## src/design/ddet_pkg.sv

```systemverilog
// Shared types and constants of the device duration estimate table.
// Used by every module of the design; depends on nothing.
`default_nettype none

package ddet_pkg;

  // Table geometry
  localparam int unsigned MaxDevices = 256;
  localparam int unsigned IdW        = $clog2(MaxDevices);
  localparam int unsigned CapW       = IdW + 1;
  localparam int unsigned ValW       = 32;

  // Stream word widths
  localparam int unsigned InDataW  = 48;
  localparam int unsigned OutDataW = 104;

  // Configuration port
  localparam int unsigned CfgAddrW  = 3;
  localparam int unsigned CfgDataW  = 32;
  localparam logic [CapW-1:0] CapReset = CapW'(MaxDevices);

  // Request modes
  localparam logic [1:0] MODE_ADD    = 2'd0;
  localparam logic [1:0] MODE_UPDATE = 2'd1;
  localparam logic [1:0] MODE_LOOKUP = 2'd2;

  // Result status codes
  localparam logic [1:0] ST_OK    = 2'd0;
  localparam logic [1:0] ST_RANGE = 2'd1;
  localparam logic [1:0] ST_DUP   = 2'd2;
  localparam logic [1:0] ST_NOREG = 2'd3;

  // Control sequencer states
  typedef enum logic {
    S_IDLE,
    S_EXEC
  } state_t;

  // One incoming request
  typedef struct packed {
    logic [ValW-1:0] duration_value;
    logic [IdW-1:0]  device_id;
    logic [1:0]      mode;
  } req_t;

  // One stored table entry
  typedef struct packed {
    logic [ValW-1:0] count;
    logic [ValW-1:0] initial_est;
    logic [ValW-1:0] estimate;
  } entry_t;

  // One result word
  typedef struct packed {
    logic [ValW-1:0] count_out;
    logic [ValW-1:0] initial_out;
    logic [ValW-1:0] estimate_out;
    logic [1:0]      status;
  } result_t;

  // Write-back command from the update logic to the table
  typedef struct packed {
    logic            wr_en;
    logic            set_active;
    logic [IdW-1:0]  addr;
    entry_t          entry;
  } wb_t;

endpackage : ddet_pkg

`default_nettype wire

```

## src/design/ddet_cfg.sv

```systemverilog
// Configuration register file: the capacity register behind an APB-style port.
// Depends on ddet_pkg.
`default_nettype none

module ddet_cfg
  import ddet_pkg::*;
(
  input  wire logic                clk,
  input  wire logic                rst_n,
  input  wire logic                cfg_psel,
  input  wire logic                cfg_penable,
  input  wire logic                cfg_pwrite,
  input  wire logic [CfgAddrW-1:0] cfg_paddr,
  input  wire logic [CfgDataW-1:0] cfg_pwdata,
  output logic [CfgDataW-1:0]      cfg_prdata,
  output logic                     cfg_pready,
  output logic [CapW-1:0]          capacity
);

  logic [CapW-1:0] capacity_r;
  logic [CapW-1:0] capacity_nxt;
  logic            hit;

  // Capacity lives at word index zero
  assign hit = (cfg_paddr[CfgAddrW-1:2] == '0);

  always_comb begin
    capacity_nxt = capacity_r;
    if (cfg_psel && cfg_penable && cfg_pwrite && hit) begin
      capacity_nxt = cfg_pwdata[CapW-1:0];
    end
  end

  always_ff @(posedge clk) begin
    if (!rst_n) begin
      capacity_r <= CapReset;
    end else begin
      capacity_r <= capacity_nxt;
    end
  end

  assign cfg_pready = 1'b1;
  assign cfg_prdata = hit ? {{(CfgDataW-CapW){1'b0}}, capacity_r} : '0;
  assign capacity   = capacity_r;

endmodule : ddet_cfg

`default_nettype wire

```

## config.mk

```make
export PLATFORM = sky130hd
export DESIGN_NAME = ddet_cfg
export DESIGN_NICKNAME = d
export VERILOG_FILES = /design/src/design/ddet_pkg.sv /design/src/design/ddet_cfg.sv
export SDC_FILE = /design/constraint.sdc
export NUM_CORES = 1
export LEC_CHECK = 0
export BUFFER_PORTS_ARGS = -buffer_cell sky130_fd_sc_hd__buf_4
export CELL_PAD_IN_SITES_DETAIL_PLACEMENT = 2
export CELL_PAD_IN_SITES_GLOBAL_PLACEMENT = 2
export CORE_MARGIN = 3
export CORE_UTILIZATION = 12
export CTS_CLUSTER_DIAMETER = 40
export DETAILED_ROUTE_END_ITERATION = 8
export PLACE_DENSITY = 0.75
export SLEW_MARGIN = 20
export SYNTH_ARGS = -nofsm -noshare
export SYNTH_HDL_FRONTEND = slang
export SYNTH_SLANG_ARGS = --single-unit
```

## constraint.sdc

```tcl
create_clock -name clk -period 0.9 [get_ports clk]
set_input_delay 0.18 -clock clk [delete_from_list [all_inputs] [get_ports clk]]
set_output_delay 0.18 -clock clk [all_outputs]
set_load 0.005 [all_outputs]
```

=== Word-level counts from Yosys, hierarchy flattened ===
Cells that the tools add are included.

* Word-level logic and storage cells: 6
* Output and inout port bits: 42
* Register bits after elaboration: 9
* Input port bits: 40

* Muxes and demuxes: 1
* Bitwise gates (word level): 1
* Reductions and logical operators: 3

{| class="wikitable"
|+ Operators by type and width
! kind !! count
|-
| $mux W9 || 1
|-
| $logic_and A1 B1 Y1 || 3
|-
| $not A1 Y1 || 1
|}

=== Longest topological paths before layout ===
* Depth after elaboration: 3
* Mapped depth: 4
* Depth with buffers taken out: 2

=== Worst setup path after synthesis ===
No wires, ideal clock.

* Kind: input to register
* From: in rst_n
* To: reg capacity_r[1] (netlist: capacity[1])
* Library setup time: 0.072 ns
* Arrival: 0.777 ns
* Stages on the path: 4
* Path buffers: 2
* Data required time: 0.828 ns
* Slack: 0.051 ns
* Cells stage by stage: buf_2 -> clkbuf_1 -> nand2_1 -> mux2i_1

{| class="wikitable"
|+ RTL lines
! what !! line !! RTL
|-
| start, declared || ddet_cfg.sv:9 || <nowiki>input wire logic rst_n,</nowiki>
|-
| end signal, assigned || ddet_cfg.sv:36 || <nowiki>capacity_r <= CapReset;</nowiki>
|-
| end signal, assigned || ddet_cfg.sv:38 || <nowiki>capacity_r <= capacity_nxt;</nowiki>
|-
| end, declared || ddet_cfg.sv:20 || <nowiki>logic [CapW-1:0] capacity_r;</nowiki>
|}

=== Final worst setup path ===
* From: reg capacity_r[5] (netlist: capacity[5])
* To: out cfg_prdata[5]

* Longest elaborated chain between the ends: 1

{| class="wikitable"
|+ RTL lines
! what !! line !! RTL
|-
| $mux W9 || ddet_cfg.sv:43 || <nowiki>assign cfg_prdata = hit ? {{(CfgDataW-CapW){1'b0}}, capacity_r} : '0;</nowiki>
|-
| end, declared || ddet_cfg.sv:15 || <nowiki>output logic [CfgDataW-1:0] cfg_prdata,</nowiki>
|}

No other way between the ends.

==> results.rst <==
.. list-table::
   :header-rows: 1

   * - Metric
     - Value
   * - Final hold slack
     - slightly above 200 ps
   * - Core Area
     - ~4900 sq um
   * - Synthesized area
     - around 640 sq um
   * - ANT cells
     - 0
   * - Portion of synthesized cell area occupied by the leading cell type
     - between 20 and 30%
   * - Routed Wire Length
     - between 2000 and 2500 microns
   * - Static leakage power
     - roughly 0.57 nW
   * - I/O pin total
     - between 80 and 90
   * - Detailed-route wire length per cell
     - approximately 11 microns
   * - CP Max Fanout
     - 2
   * - Clk_lat worst skew
     - 230 ps
   * - Initial antenna violation count
     - 0
   * - Pin count of the biggest net entering global routing
     - 19
   * - Biggest area consumer among synthesized cells
     - dfxtp_1
   * - Fraction of the cycle the final worst path needs
     - 116%
   * - Final Hold Vio Count
     - 0
   * - Master cell of the clock root buffer
     - clkbuf_8
   * - Worst Setup Slack, final
     - -141 ps
   * - Total power
     - 1.09 mW
   * - Kind of launch point of the worst setup path
     - flop
   * - Critical path arrival
     - roughly 860 ps
   * - Count of warnings emitted by yosys
     - 0
   * - Area overhead of the layout relative to synthesis
     - 80.0%
   * - Setup violations, final
     - 18
   * - Horiz. Die Dim
     - ~79 microns
   * - Router iterations before antenna repair
     - 2
   * - Sequential area share after synthesis
     - between 20% and 30%
   * - Cell types with the largest area share after synthesis
     - dfxtp_1 (28%), buf_4 (28%), mux2i_1 (14%)
   * - Number of I/O port buffers
     - 32
   * - Remaining antenna violation count after routing
     - 0
   * - DRC violations left
     - 0
   * - TritonCTS clock tree
     - done
   * - Post-cts hold buffer count
     - 0
   * - Crit path time final
     - 1040 ps
   * - Synth Area per Inst
     - between 8 and 9 sq um
   * - F_max
     - approximately 0.96 GHz
   * - First-pass GRT wire length
     - 3020 microns
   * - Maximum ir drop on the vdd rail
     - between 0.0003 and 0.0004 V
   * - Number of buffers added by the clock tree synthesis step
     - 3
   * - Worst-path cell with the longest stage delay
     - dfxtp_2
   * - Data required time at the worst endpoint
     - just over 700 ps
   * - # clock sinks
     - 9
   * - Gate count of the mapped netlist
     - 75
   * - Status
     - finished with violations
   * - Number of max-slew violations in the final report
     - 0
   * - Area enclosed by the die boundary
     - roughly 6200 sq um
   * - Fraction of final layout cells sized beyond drive strength 1
     - 57.3%
   * - Worst Clk Skew
     - 0 ps
   * - Worst min-delay path class
     - in -> reg
   * - Clock transition at the registers of the reported paths
     - ~50 ps
   * - Synth async-reset ratio
     - 0%
   * - Total of max-cap violations
     - 0
   * - Synthesis-stage register bit count
     - 9
   * - Unrepaired setup endpoints after global routing
     - true
   * - Placer Congestion
     - between 0.5 and 0.6
   * - Height of the chip
     - around 79 microns
   * - Vias/cell
     - 3.01
   * - H-Tree Level Count
     - 1
   * - Number of violations reported at the end of detailed-routing iteration 0
     - 9
   * - Number of enable-type register cells in the synthesized netlist
     - 0
   * - Post-layout nets
     - 165
   * - Cell Count Post-Placement
     - 173
   * - Commonest cells in the netlist
     - buf_4 (24), nand2_1 (16), and2b_2 (9), dfxtp_1 (9), mux2i_1 (9)
   * - Utilization after layout
     - a little under a quarter
   * - Largest stage delay on the critical path
     - 320 ps
   * - Starting utilization of the core area
     - 12.9%
   * - Max Buffers Root-to-Sink
     - 2
   * - Vias after detailed routing
     - between 500 and 600
   * - Global-route congestion overflow total
     - 0
   * - Ordered cell list for the critical path
     - and2b_2 > buf_6
   * - Type of the setup path with the least slack
     - reg -> out
   * - Total global routing track utilization
     - 6.32%
   * - Count of different cell masters after synthesis
     - 11
   * - Flip-flop count of the largest register, all copies and words added
     - 9
   * - Number of global-route vias before repair
     - roughly 600
   * - Dominant register cell in the synthesized netlist
     - dfxtp_1
   * - Post-Layout Cell Count
     - between 150 and 200
   * - Power density relative to cell area
     - 948 nW/um^2
   * - Count of standard-cell rows
     - 25
   * - Type of destination of the critical path
     - output pin
   * - Violations in the final reports
     - negative setup slack
   * - Most repeated cell in the gate-level netlist after synthesis
     - buf_4
layout by cell type (no fill, tap or decap):
cell type,n
and2b_2,9
and4b_1,1
buf_12,1
buf_4,22
buf_6,27
clkbuf_1,1
clkbuf_8,3
conb_1,24
dfxtp_2,9
mux2i_1,9
nand2_1,16
nor2b_1,2
repair_timing:
| action | CTS | global route |
|---|---|---|
| buffers inserted | 9 | 5 |
| resized for setup | 30 | 6 |
| pin swaps | 0 | 0 |
| endpoints found under the setup margin | 11 | 18 |
per-layer routing:
layer	GRT usage [%]	vias to the layer above	wire length (microns)
met1	7.53	255	787
met4	2.06	0	0
met5	0	-	0
li1	-	282	-
met2	10.6	37	1030
met3	2.15	0	224
kinds of logic (layout without fill, tap and decap cells):
kind of cell,after synthesis,after routing,share of synthesized area [%]
AND/OR/NAND/NOR,28,28,25.2
other,2,24,1.17
multiplexers,9,9,14.1
buffers and inverters,27,54,31.3
flip-flops,9,9,28.2
cell type report:
cell class / count / area (sq um)
Timing Repair Buffer: 50 / 489
Fill cell: 598 / 3790
Clock buffer: 4 / 45.0
Multi-Input combinational cell: 61 / 342
Tap cell: 67 / 83.8
Sequential cell: 9 / 191
worst max-delay path, delay by kind of cell (launching register included):
kind	cells	cell delay, ps
and+or+nand+nor	1	190
buffers and inverters	1	110
DFF	1	320
stage by stage:
stage / setup slack, ps / instance area [sq um] / TNS (ps)
floorplan: 51.1 / 722 / 0
global placement: -93.1 / 888 / -967
detailed placement: -109 / 888 / -1100
CTS: -139 / 1090 / -1750
global route: -168 / 1150 / -2010
finish: -141 / 1150 / -1480
report_power, final:
part           internal (mW)  total, mW  switching (mW)
Clock                  0.309      0.469           0.160
Sequential             0.410      0.416         0.00566
Combinational          0.120      0.206          0.0860
path summary, 6_finish.rpt:
path	cells past startpoint	from	slack (ps)	to
worst max-delay path	2	capacity[5]	-140	cfg_prdata[5]
worst min-delay path	3	cfg_pwdata[1]	200	capacity[1]
worst max register to register	4	capacity[5]	120	capacity[5]
worst min register to register	3	capacity[0]	560	capacity[0]
No activity file was read; power rests on OpenSTA's default activity.
